`src/design/rrcv_pkg.sv`:
```
// shared types, constants and header table for the record checksum verifier
// no dependencies; used by every module of the block by scoped names
`timescale 1ns / 1ps

package rrcv_pkg;

  // record layout
  localparam logic [6:0] HDR_LEN      = 7'd6;   // magic plus load address
  localparam logic [6:0] SUM_LEN      = 7'd86;  // bytes covered by the recurrence
  localparam logic [6:0] REC_LAST_IDX = 7'd89;  // index of the final record byte
  localparam logic [6:0] REC_LEN      = 7'd90;

  localparam logic [15:0] LOAD_ADDR = 16'h0100;
  localparam logic [15:0] T0_OFFSET = 16'd7;

  // 65535 * 256, a multiple of the modulus that covers the largest subtrahend
  localparam logic [25:0] DIFF_BIAS = 26'hFFFF00;
  localparam logic [15:0] MOD_M     = 16'hFFFF;

  typedef enum logic [1:0] {
    ST_OK         = 2'd0,
    ST_BAD_HEADER = 2'd1,
    ST_BAD_SUM    = 2'd2,
    ST_SHORT      = 2'd3
  } status_e;

  typedef struct packed {
    logic [7:0] data_byte;
    logic       last;
  } item_t;

  typedef struct packed {
    status_e     status;
    logic [15:0] computed_sum;
  } result_t;

  // expected header bytes: ascii magic, then the load address little-endian
  function automatic logic [7:0] header_byte(input logic [2:0] idx);
    logic [7:0] b;
    case (idx)
      3'd0: b = 8'h41;
      3'd1: b = 8'h4E;
      3'd2: b = 8'h4B;
      3'd3: b = 8'h48;
      3'd4: b = LOAD_ADDR[7:0];
      3'd5: b = LOAD_ADDR[15:8];
      default: b = 8'h00;
    endcase
    return b;
  endfunction

endpackage

```
`src/design/rrcv_in_reg.sv`:
```
// input register of the verifier: holds one accepted item for the tracker
// depends on rrcv_pkg for the item type
`timescale 1ns / 1ps

module rrcv_in_reg (
  input  logic           clk_i,
  input  logic           rst_ni,
  input  logic           valid_i,
  input  rrcv_pkg::item_t item_i,
  output logic           ready_o,
  input  logic           take_i,
  output logic           valid_o,
  output rrcv_pkg::item_t item_o
);

  logic            valid_q, valid_d;
  rrcv_pkg::item_t item_q, item_d;
  logic            load;

  // refill in the same cycle the held item moves on
  assign ready_o = !valid_q || take_i;
  assign load    = valid_i && ready_o;

  always_comb begin
    valid_d = valid_q;
    item_d  = item_q;
    if (load) begin
      valid_d = 1'b1;
      item_d  = item_i;
    end else if (take_i) begin
      valid_d = 1'b0;
    end
  end

  always_ff @(posedge clk_i or negedge rst_ni) begin
    if (!rst_ni) begin
      valid_q <= 1'b0;
    end else begin
      valid_q <= valid_d;
    end
  end

  always_ff @(posedge clk_i) begin
    item_q <= item_d;
  end

  assign valid_o = valid_q;
  assign item_o  = item_q;

endmodule

```
`src/design/rrcv_term.sv`:
```
// one step of the three-term recurrence, reduced mod 65535
// depends on rrcv_pkg for the bias and modulus constants
`timescale 1ns / 1ps

module rrcv_term (
  input  logic [6:0]  idx_i,
  input  logic [7:0]  data_byte_i,
  input  logic [15:0] newer_i,
  input  logic [15:0] older_i,
  output logic [15:0] next_o
);

  logic [7:0]  alpha, beta;
  logic [8:0]  mult_a;
  logic [24:0] prod_a;
  logic [23:0] prod_b;
  logic        neg;
  logic [25:0] biased;
  logic [16:0] fold1;
  logic [15:0] fold2;

  // 17*i and 31*i mod 256 by shift and add or subtract
  assign alpha  = 8'({idx_i, 4'b0000} + 11'(idx_i));
  assign beta   = 8'({idx_i, 5'b00000} - 12'(idx_i));
  assign mult_a = 9'(data_byte_i) + 9'(alpha);
  assign prod_a = 25'(mult_a) * 25'(newer_i);
  assign prod_b = 24'(beta) * 24'(older_i);

  // a negative difference wraps mod 2^64, which adds one mod 65535
  assign neg    = 25'(prod_b) > prod_a;
  assign biased = 26'(prod_a) + rrcv_pkg::DIFF_BIAS - 26'(prod_b) + 26'(neg);

  // end-around folds: 2^16 is 1 mod 65535
  assign fold1  = 17'(biased[25:16]) + 17'(biased[15:0]);
  assign fold2  = fold1[15:0] + 16'(fold1[16]);
  assign next_o = (fold2 == rrcv_pkg::MOD_M) ? 16'd0 : fold2;

endmodule

```
`src/design/rrcv_tracker.sv`:
```
// record state: position, header check, recurrence terms, stored sum, status
// depends on rrcv_pkg and rrcv_term
`timescale 1ns / 1ps

module rrcv_tracker (
  input  logic              clk_i,
  input  logic              rst_ni,
  input  logic              fire_i,
  input  rrcv_pkg::item_t   item_i,
  output logic              res_valid_o,
  output rrcv_pkg::result_t res_o
);

  logic [6:0]  idx_q, idx_d;
  logic [15:0] older_q, older_d;
  logic [15:0] newer_q, newer_d;
  logic        hdr_good_q, hdr_good_d;
  logic [31:0] stored_q, stored_d;
  logic        draining_q, draining_d;

  logic [15:0] term_next;
  logic [1:0]  lane;

  rrcv_term u_term (
    .idx_i       (idx_q),
    .data_byte_i (item_i.data_byte),
    .newer_i     (newer_q),
    .older_i     (older_q),
    .next_o      (term_next)
  );

  // byte lane of the stored word, index minus 86
  assign lane = 2'(idx_q - rrcv_pkg::SUM_LEN);

  always_comb begin
    idx_d       = idx_q;
    older_d     = older_q;
    newer_d     = newer_q;
    hdr_good_d  = hdr_good_q;
    stored_d    = stored_q;
    draining_d  = draining_q;
    res_valid_o = 1'b0;
    res_o       = '{status: rrcv_pkg::ST_OK, computed_sum: newer_q};

    if (fire_i) begin
      if (draining_q) begin
        // skip trailing bytes up to the end mark
        if (item_i.last) begin
          draining_d = 1'b0;
          idx_d      = '0;
        end
      end else begin
        if (idx_q < rrcv_pkg::HDR_LEN &&
            item_i.data_byte != rrcv_pkg::header_byte(idx_q[2:0])) begin
          hdr_good_d = 1'b0;
        end

        if (idx_q == '0) begin
          newer_d = 16'(item_i.data_byte) + rrcv_pkg::T0_OFFSET;
        end else if (idx_q < rrcv_pkg::SUM_LEN) begin
          older_d = newer_q;
          newer_d = term_next;
        end else begin
          stored_d = stored_q | (32'(item_i.data_byte) << {lane, 3'b000});
        end

        res_o.computed_sum = newer_d;
        if (idx_q == rrcv_pkg::REC_LAST_IDX) begin
          res_valid_o = 1'b1;
          if (!hdr_good_d) begin
            res_o.status = rrcv_pkg::ST_BAD_HEADER;
          end else if (stored_d != 32'(newer_d)) begin
            res_o.status = rrcv_pkg::ST_BAD_SUM;
          end else begin
            res_o.status = rrcv_pkg::ST_OK;
          end
          draining_d = !item_i.last;
          idx_d      = item_i.last ? 7'd0 : rrcv_pkg::REC_LEN;
        end else if (item_i.last) begin
          res_valid_o  = 1'b1;
          res_o.status = rrcv_pkg::ST_SHORT;
          idx_d        = '0;
        end else begin
          idx_d = idx_q + 7'd1;
        end
      end

      // any end mark returns the record state to its reset values
      if (item_i.last) begin
        older_d    = 16'd1;
        newer_d    = 16'd1;
        hdr_good_d = 1'b1;
        stored_d   = '0;
        draining_d = 1'b0;
        idx_d      = '0;
      end
    end
  end

  always_ff @(posedge clk_i or negedge rst_ni) begin
    if (!rst_ni) begin
      idx_q      <= '0;
      older_q    <= 16'd1;
      newer_q    <= 16'd1;
      hdr_good_q <= 1'b1;
      stored_q   <= '0;
      draining_q <= 1'b0;
    end else begin
      idx_q      <= idx_d;
      older_q    <= older_d;
      newer_q    <= newer_d;
      hdr_good_q <= hdr_good_d;
      stored_q   <= stored_d;
      draining_q <= draining_d;
    end
  end

endmodule

```
`src/design/record_recurrence_checksum_verifier.sv`:
```
// top level of the record recurrence checksum verifier
// depends on rrcv_pkg, rrcv_in_reg, rrcv_tracker (which holds rrcv_term)
`timescale 1ns / 1ps

// Verifies 90-byte records streamed in one byte per item on the slave side.
// Bytes 0-3 must read "ANKH" and bytes 4-5 the load address 0x0100
// (little-endian). Bytes 0-85 feed a three-term recurrence mod 65535 and the
// final term is compared with the 32-bit word in bytes 86-89. On the 90th byte
// one status item leaves on the master side: 0 ok, 1 bad header, 2 checksum
// mismatch (header faults win). A tlast before the 90th byte ends the record
// early with status 3, short record. After the 90th byte further bytes are
// dropped up to and including the next tlast; the byte after any tlast starts
// a new record. computed_sum carries the recurrence value reached so far.
// Rate: one byte per clock while the master side does not stall; the recurrence
// step (two small multiplies and an end-around fold) is combinational and closes
// on itself through the term registers. An accepted byte passes through the
// input register, the tracker acts on it combinationally, and its status is
// captured in the result register that drives the master side. A stalled
// master side backs up into the input register and then into s_axis_tready.

module record_recurrence_checksum_verifier (
  input  logic        clk_i,
  input  logic        rst_ni,

  input  logic        s_axis_tvalid,
  output logic        s_axis_tready,
  input  logic [7:0]  s_axis_tdata,   // [7:0] data_byte
  input  logic        s_axis_tlast,   // end_of_input

  output logic        m_axis_tvalid,
  input  logic        m_axis_tready,
  output logic [23:0] m_axis_tdata    // [1:0] status, [17:2] computed_sum, [23:18] zero
);

  rrcv_pkg::item_t   in_item;
  rrcv_pkg::item_t   held_item;
  logic              held_valid;
  logic              take;

  logic              res_valid;
  rrcv_pkg::result_t res;

  logic              out_valid_q, out_valid_d;
  rrcv_pkg::result_t out_q, out_d;

  assign in_item = '{data_byte: s_axis_tdata, last: s_axis_tlast};

  // the held item moves on whenever the result register has room
  assign take = held_valid && (!out_valid_q || m_axis_tready);

  rrcv_in_reg u_in_reg (
    .clk_i   (clk_i),
    .rst_ni  (rst_ni),
    .valid_i (s_axis_tvalid),
    .item_i  (in_item),
    .ready_o (s_axis_tready),
    .take_i  (take),
    .valid_o (held_valid),
    .item_o  (held_item)
  );

  rrcv_tracker u_tracker (
    .clk_i       (clk_i),
    .rst_ni      (rst_ni),
    .fire_i      (take),
    .item_i      (held_item),
    .res_valid_o (res_valid),
    .res_o       (res)
  );

  // result register
  always_comb begin
    out_valid_d = out_valid_q;
    out_d       = out_q;
    if (res_valid) begin
      out_valid_d = 1'b1;
      out_d       = res;
    end else if (m_axis_tready) begin
      out_valid_d = 1'b0;
    end
  end

  always_ff @(posedge clk_i or negedge rst_ni) begin
    if (!rst_ni) begin
      out_valid_q <= 1'b0;
    end else begin
      out_valid_q <= out_valid_d;
    end
  end

  always_ff @(posedge clk_i) begin
    out_q <= out_d;
  end

  assign m_axis_tvalid = out_valid_q;
  assign m_axis_tdata  = {6'b000000, out_q.computed_sum, out_q.status};

endmodule
```
`config.mk`:
```
export PLATFORM = sky130hd
export DESIGN_NAME = record_recurrence_checksum_verifier
export DESIGN_NICKNAME = d
export VERILOG_FILES = /design/src/design/rrcv_pkg.sv /design/src/design/rrcv_in_reg.sv /design/src/design/rrcv_term.sv /design/src/design/rrcv_tracker.sv /design/src/design/record_recurrence_checksum_verifier.sv
export SDC_FILE = /design/constraint.sdc
export NUM_CORES = 1
export LEC_CHECK = 0
export ABC_AREA = 1
export BUFFER_PORTS_ARGS = -buffer_cell sky130_fd_sc_hd__buf_2
export CELL_PAD_IN_SITES_DETAIL_PLACEMENT = 0
export CELL_PAD_IN_SITES_GLOBAL_PLACEMENT = 1
export CORE_ASPECT_RATIO = 0.7
export CORE_MARGIN = 2
export CORE_UTILIZATION = 53
export CTS_BUF_LIST = sky130_fd_sc_hd__clkbuf_2
export CTS_CLUSTER_DIAMETER = 50
export DETAILED_ROUTE_END_ITERATION = 6
export GPL_TIMING_DRIVEN = 0
export MAX_ROUTING_LAYER = met4
export PLACE_DENSITY_LB_ADDON = 0.05
export SKIP_CTS_REPAIR_TIMING = 1
export SYNTH_ARGS = -nofsm -noshare
export SYNTH_HDL_FRONTEND = slang
export SYNTH_SLANG_ARGS = --single-unit
```
`constraint.sdc`:
```
create_clock -name clk_i -period 40.9 [get_ports clk_i]
set_input_delay 8.18 -clock clk_i [delete_from_list [all_inputs] [get_ports clk_i]]
set_output_delay 8.18 -clock clk_i [all_outputs]
set_load 0.01 [all_outputs]
```
## Yosys cells after proc, flatten, opt, wreduce, memory -nomap -nowiden

Cells that the tools add are included.
W data, S select, Z words.

- Register bits after elaboration: 102
- Bits of input ports: 13

- Multiplexer cells: 45
- Multipliers: 2
- Shift-type cells: 1
- Bitwise logic cells: 2
- Order comparisons: 3
- Equal/unequal tests: 10
- Reduce and logical (&&, ||, !) cells: 16
- $add $sub $neg: 11

Operator list:

| kind | number |
|---|---|
| $mux W16 | 13 |
| $mux W32 | 6 |
| $pmux W7 S5 | 1 |
| $ne A32 B16 Y1 | 1 |
| $or A32 B32 Y32 | 1 |
| $shl A8 B5 Y32 | 1 |
| $add A25 B24 Y26 const B | 1 |
| $add A26 B1 Y26 | 1 |
| $sub A26 B24 Y26 | 1 |
| $gt A24 B25 Y1 | 1 |
| $mul A9 B16 Y25 | 1 |
| $mul A8 B16 Y24 | 1 |
| $mux W7 | 3 |
| $add A10 B16 Y17 | 1 |
| $add A16 B1 Y16 | 1 |
| $eq A16 B16 Y1 const B | 1 |
| $mux W1 | 16 |
| $mux W8 | 2 |
| $add A8 B3 Y9 const B | 1 |
| $add A8 B8 Y9 | 1 |
| $add A8 B7 Y8 | 1 |
| $mux W2 | 4 |
| $ne A8 B8 Y1 | 1 |
| $sub A8 B7 Y8 | 1 |
| other kinds (19) | 28 |

## Logic depth before layout (Yosys ltp)

Gate-level depths: netlist of the first run.

- Word-level depth: 18
- Gate-level depth with buffers: 109
- Mapped depth without buffers: 107

## Modules after synthesis

From an unflattened synthesis of the first run, not the netlist that was laid out.

- Cell total of the unflattened synthesis: 2,563
- Area total of the unflattened synthesis: 18,456.5 um^2

Modules (own cells, without submodules):

| module | times used | area an instance (um^2) | cells an instance |
|---|---|---|---|
| rrcv_term | 1 | 12,714.7 | 1,834 |
| rrcv_tracker | 1 | 4,784.6 | 682 |
| record_recurrence_checksum_verifier | 1 | 641.9 | 32 |
| rrcv_in_reg | 1 | 315.3 | 15 |

## Worst setup path before layout of the first run

Ideal clock, no wire load.

- Path type: input to output
- Start: in m_axis_tready
- End: out s_axis_tready
- Arrival: 8.364 ns
- Stages on the path: 2
- Path slack: 24.356 ns
- Path through: inv_1 -> nand3_1

- Cells in the longest elaborated chain, start to end: 3

RTL lines:

| item | line | text |
|---|---|---|
| start: declaration | record_recurrence_checksum_verifier.sv:31 | `input logic m_axis_tready,` |
| $logic_or A1 B1 Y1 | record_recurrence_checksum_verifier.sv:49 | `assign take = held_valid && (!out_valid_q \|\| m_axis_tready);` |
| $logic_and A1 B1 Y1 | record_recurrence_checksum_verifier.sv:49 |  |
| $logic_or A1 B1 Y1 | rrcv_in_reg.sv:21 | `assign ready_o = !valid_q \|\| take_i;` |
| end: declaration | record_recurrence_checksum_verifier.sv:26 | `output logic s_axis_tready,` |

No other way between the ends.

## Final worst setup path of the first run

- Start: reg u_tracker.idx_q[1]
- End: reg out_q, in the netlist m_axis_tdata[1], data pin

- Cells in the longest elaborated chain, start to end: 18
- Elaborated cells between the ends (all ways): 45

RTL lines:

| item | line | text |
|---|---|---|
| start: declaration | rrcv_tracker.sv:14 | `logic [6:0] idx_q, idx_d;` |
| start signal: assignment | rrcv_tracker.sv:109 | `idx_q <= idx_d;` |
| $add A8 B7 Y8 | rrcv_term.sv:23 | `assign alpha = 8'({idx_i, 4'b0000} + 11'(idx_i));` |
| $add A8 B8 Y9 | rrcv_term.sv:25 | `assign mult_a = 9'(data_byte_i) + 9'(alpha);` |
| $mul A9 B16 Y25 | rrcv_term.sv:26 | `assign prod_a = 25'(mult_a) * 25'(newer_i);` |
| $add A25 B24 Y26 | rrcv_term.sv:31 | `assign biased = 26'(prod_a) + rrcv_pkg::DIFF_BIAS - 26'(prod_b) + 26'(neg);` |
| $sub A26 B24 Y26 | rrcv_term.sv:31 |  |
| $add A26 B1 Y26 | rrcv_term.sv:31 |  |
| $add A10 B16 Y17 | rrcv_term.sv:34 | `assign fold1 = 17'(biased[25:16]) + 17'(biased[15:0]);` |
| $add A16 B1 Y16 | rrcv_term.sv:35 | `assign fold2 = fold1[15:0] + 16'(fold1[16]);` |
| [... 2 more ...] | - |  |
| $mux W16 | rrcv_tracker.sv:60 | `end else if (idx_q < rrcv_pkg::SUM_LEN) begin` |
| $mux W16 | rrcv_tracker.sv:58 | `if (idx_q == '0) begin` |
| $mux W16 | rrcv_tracker.sv:46 | `if (draining_q) begin` |
| $mux W16 | rrcv_tracker.sv:45 | `if (fire_i) begin` |
| $ne A32 B16 Y1 | rrcv_tracker.sv:72 | `end else if (stored_d != 32'(newer_d)) begin` |
| $mux W2 | rrcv_tracker.sv:72 |  |
| $mux W2 | rrcv_tracker.sv:70 | `if (!hdr_good_d) begin` |
| $mux W2 (*) | rrcv_tracker.sv:68 | `if (idx_q == rrcv_pkg::REC_LAST_IDX) begin` |
| end signal: assignment | record_recurrence_checksum_verifier.sv:92 | `out_q <= out_d;` |
| end: declaration | record_recurrence_checksum_verifier.sv:44 | `rrcv_pkg::result_t out_q, out_d;` |

Mark *: on every way between the ends. The rest lies on a longest branch, timed or not. The select of a mux whose other input is x is not followed.
A chain may end at the register's enable or synchronous reset.

==> metrics, run 1 <==
Cell variety after synth 53; final wirelength around 51000 um; synthesized cell area approximately 17000 sq um; top cell type's share of synthesized area 0.224; Num CTS Buffers 9; pin count of the biggest net entering global routing between 60 and 70; Tcrit/Tclk final 0.412; Crit path largest cell delay 0.87 ns; die width 219 um; layout cells sized above 1 0.0364; critical path class flip-flop to flip-flop; CTS tree yes; vias ~16000; Die Y 154 um; post-detail-place hpwl approximately 44000 um; Syn Area/Cell roughly 7.3 sq um; Critical Path RT around 41 ns; Final Net Count roughly 2800; # DRC 0; DP Worst Slack roughly 24 ns; DR pass1 iterations 7; Detailed Route Iter0 Violations around 1500; first-pass GRT wire length 80800 um; clock buffer depth 2; Primary FF master, synth dfrtp_1; post-route ant nets 0; met2 usage 0.436; Ports 39; Startpoint Class flip-flop; most numerous cell in the Yosys netlist nand2_1; Worst path most repeated cell nand2_1; Post-synth top cells nand2_1, inv_1, nor2_1; outcome complete, no violations; crit-path max FO 14; htree depth 3; worst-margin pin slew roughly 1.2 ns; IO buf count 32; GRT Total Usage 0.321; skew final roughly 0.034 ns; fraction of registers with async set/reset 0.735; Layout Cells excl Fill ~2800; WP data arrival around 17 ns; EDFF count, synth 27; gpl congestion around 0.96; Slew Viols, Final 0; Final Hold Vio Count 0; Setup crit end kind flip-flop; CTS root buffer clkbuf_2; WL per Instance 17.9 um; initial core utilization 0.534; Synth-to-Final Area Change 5.27%; gr ovfl total 0; CTS sink count 102; endpoints failing setup 0; vias in the first global route 14500; GR peak layer met1; Syn Inst Count between 2000 and 2500; Peak Freq between 50 and 60 MHz; Final WS setup 24.03 ns; Hold Crit Class flip-flop to flip-flop; Reg clk slew, reported paths 0.31 ns; post-layout minimum cycle time around 17 ns; register bit count reported by yosys between 100 and 150; core area around 32000 sq um; Worst slew margin 0.211; # rows 55; unrepaired setup endpoints after global routing no; Final TNS setup 0 ns; CP max-delay cell dfrtp_1; yosys warns 0; # Max-Cap Violations 0; placed cell count 2828; initial antenna violation count 1; Synth area leaders fa_1, ha_1, nand2_1; Clk Latency, worst-skew pair around 0.72 ns; largest area contributor in the netlist fa_1; vias per inst 5.47; met1 Use GR 0.505; met3 usage 0.0612; register area share after synthesis 0.157; die area 33800 sq um
## registers in the layout, indices dropped and copies added (netlist names)
signal,count
u_tracker.stored_q,32
m_axis_tdata,18
u_tracker.newer_q,16
u_tracker.older_q,16
u_in_reg.item_o,9
u_tracker.idx_q,7
m_axis_tvalid,1
u_in_reg.valid_o,1
u_tracker.draining_q,1
u_tracker.hdr_good_q,1
## cells in the final DEF (no fill, tap or decap), types with 3 or more instances in the layout
cell      count
nor4_1        4
dfrtp_1      72
nand2_2       4
o21ai_0      97
o22ai_1      17
nand4_1      20
inv_1       488
nor2_2        7
a21oi_1      99
clkbuf_1     57
nor2_1      243
and2_1        3
fa_1        192
edfxtp_1     27
inv_2         4
clkinv_1      3
buf_4         7
nor3_1        4
buf_1         8
nand3_1     110
o21ai_1       3
nand2_1     553
dfstp_2       3
nand3_2       3
xor2_1       55
nand3b_1      4
clkbuf_2     10
o21bai_1      3
a31oi_1      34
o31ai_1       3
conb_1        6
ha_1        190
xnor2_1      15
or2_2         8
buf_2        31
## through the flow
step | hold slack [ns] | cell area [sq um] | util
2_1_floorplan | 0.463 | 17200 | -
3_3_place_gp | 0.483 | 17900 | 0.557
3_5_place_dp | 0.491 | 17900 | 0.558
4_1_cts | 0.530 | 18000 | 0.563
5_1_grt | 0.538 | 18000 | 0.563
6_report | 0.528 | 18000 | 0.563
## routing by layer
metal | share of wire | up-vias
met3 | 0.092 | 32
met2 | 0.40 | 612
met4 | 0.0090 | 0
li1 | - | 7378
met1 | 0.50 | 7541
met5 | 0 | -
## worst max-delay path: cells and delay by family (launching register included)
family / cells / cell delay (ns)
buffers and inverters: 12 / 1.37
flip-flops: 1 / 0.87
AND/OR/NAND/NOR: 61 / 6.20
AO/OA/AOI/OAI: 12 / 2.18
XOR/XNOR: 3 / 0.98
adder cells (fa/ha/maj): 14 / 5.01
## cell families after synthesis
group	Yosys count	synth area share
DFF	102	0.157
buffers and inverters	566	0.126
AOI/OAI and AO/OA	274	0.0880
other	1	0.000219
xor gates and xnor gates	70	0.0358
and+or+nand+nor	967	0.230
adders and majority gates	382	0.363
## final cells by class
class	count	area, sq um
antenna	1	2.50
buffer	73	305
clock buffer	9	45.0
clock inverter	7	95.1
fill	3224	14000
inverter	493	1850
multi-input combinational	1699	12300
sequential	102	2690
tap	427	534
timing repair buffer	34	205
## path summary, 6_finish.rpt
check	from	cells past startpoint	slack (ns)	endpoint
max in group asynchronous	rst_ni	2	32.97	u_tracker.older_q[0]
setup / recovery	u_tracker.idx_q[1]	102	24.03	m_axis_tdata[1]
hold / removal	u_tracker.hdr_good_q	2	0.53	u_tracker.hdr_good_q
hold reg to reg	u_tracker.hdr_good_q	2	0.53	u_tracker.hdr_good_q
setup reg to reg	u_tracker.idx_q[1]	102	24.03	m_axis_tdata[1]
min in group asynchronous	rst_ni	1	7.24	u_tracker.newer_q[6]
Power of run 1 is not shown: default switching activity piles up to over one toggle a cycle in this logic, so the estimate is an artifact.
==> inputs of run 2 (changes only) <==
- CORE_UTILIZATION: 53 -> 45
- clock period: 40.9 -> 13.7 ns (I/O delays scaled with it)
==> run 2 against run 1 <==
- the run now ends with negative setup slack left
- cell area increased by 9.8%
- register-to-register slack worse by 24 ns
- sequential share of layout area shrank 1.3 points
- die area increased by 17%
- setup slack got worse by 24 ns
- non-clock buffer count is 66 higher
- via count is 1.0% higher
- maximum frequency is 19% higher
- first-iteration DRC count down 20%
- clock-buffer cell count grew 1
- clock skew down 0.0015 ns
==> metrics, run 2 (same netlist as run 1, synthesis figures left out) <==
GR peak layer met1; Crit path largest cell delay 0.54 ns; GRT Total Usage 0.285; met1 Use GR 0.452; worst-margin pin slew approximately 1.1 ns; # DRC 0; WP data arrival 14.69 ns; IO buf count 32; vias in the first global route 14800; post-detail-place hpwl approximately 46000 um; Critical Path RT 14.24 ns; gpl congestion 0.956; Die Y 167 um; Worst slew margin 0.248; layout cells sized above 1 0.150; Num CTS Buffers 9; Ports 39; die width between 200 and 250 um; failing checks negative setup slack; Final Hold Vio Count 0; die area between 30000 and 40000 sq um; met2 usage 0.382; CTS tree yes; Slew Viols, Final 0; Setup crit end kind flip-flop; endpoints failing setup 4; outcome finished, violations left; clock buffer depth 2; initial core utilization 0.459; pin count of the biggest net entering global routing 62; core area 37400 sq um; commonest cells after routing, fill and taps aside nand2_1, inv_1, nor2_1; unrepaired setup endpoints after global routing yes; gr ovfl total 0; vias between 15000 and 20000; Worst path most repeated cell nand2_1; final hold slack ~0.53 ns; post-route ant nets 0; Biggest register u_tracker.stored_q; final wirelength 54700 um; Startpoint Class flip-flop; Hold Crit Class flip-flop to flip-flop; WL per Instance ~18 um; DR pass1 iterations 6; post-layout minimum cycle time 14.14 ns; # Max-Cap Violations 0; crit-path max FO 6; Detailed Route Iter0 Violations 1163; Final Net Count 2873; Fillers approximately 3800; met3 usage 0.0551; skew final 0.0324 ns; vias per inst roughly 5.3; Reg clk slew, reported paths about 0.32 ns; Largest register FFs 32; Tcrit/Tclk final 1.03; Peak Freq slightly above 70 MHz; first-pass GRT wire length roughly 84000 um; Synth-to-Final Area Change 15.6%; critical path class flip-flop to flip-flop; CTS root buffer clkbuf_2; htree depth 3; Clk Latency, worst-skew pair between 0.7 and 0.8 ns; CP max-delay cell dfrtp_2; Final WS setup -0.443 ns; most common cell after layout, fill and taps aside nand2_1; CTS sink count between 100 and 150; antenna cell count 0; # rows slightly below 60; initial antenna violation count 0
run 2: cell types whose count changed in the layout (fill, tap and decap cells not counted), sizes merged:
cell,delta
buf,+73
bufinv,-1
clkbuf,-6
clkinv,+1
clkinvlp,+1
diode,-1
inv,-2
run 2: worst paths after layout:
path,startpoint,endpoint,slack (ns),cells after the start
max in group asynchronous,rst_ni,u_tracker.idx_q[4],11.21,2
hold / removal,u_tracker.hdr_good_q,u_tracker.hdr_good_q,0.53,2
min in group asynchronous,rst_ni,u_tracker.newer_q[3],1.83,1
hold reg to reg,u_tracker.hdr_good_q,u_tracker.hdr_good_q,0.53,2
setup reg to reg,u_tracker.idx_q[2],m_axis_tdata[1],-0.44,102
setup / recovery,u_tracker.idx_q[2],m_axis_tdata[1],-0.44,102
run 2: cell type report:
class / instances / area (sq um) / area share
clock inverter: 6 / 71.3 / 0.00360
timing repair buffer: 102 / 793 / 0.0400
multi-input combinational: 1699 / 13300 / 0.674
tap: 488 / 611 / 0.0308
buffer: 71 / 365 / 0.0184
sequential: 102 / 2700 / 0.136
inverter: 493 / 1870 / 0.0945
clock buffer: 10 / 50.0 / 0.00253
run 2: metrics by stage:
step	cell area, sq um	util	setup slack [ns]	instances	setup TNS [ns]
global placement	17900	0.480	-2.91	2887	-70.46
floorplan	17200	-	0.438	2367	0
CTS	18100	0.484	-3.05	2905	-76.65
global route	19800	0.530	-1.31	2971	-25.48
detailed placement	18000	0.481	-3.02	2889	-74.91
finish	19800	0.530	-0.443	2971	-0.566
run 2: worst max-delay path, delay by kind of cell (launching register included):
kind,cells,cell delay [ns]
xor+xnor,3,0.59
simple gates,61,5.79
flops,1,0.54
compound gates,11,1.55
buf+inv,13,1.13
fa+ha+maj,14,4.31
run 2: metal layers:
| metal | up-vias | share of wire |
|---|---|---|
| li1 | 7502 | - |
| met1 | 7722 | 0.51 |
| met2 | 473 | 0.40 |
| met3 | 28 | 0.083 |
| met4 | 0 | 0.0066 |
| met5 | - | 0 |
Power of run 2 is left out for the same reason.
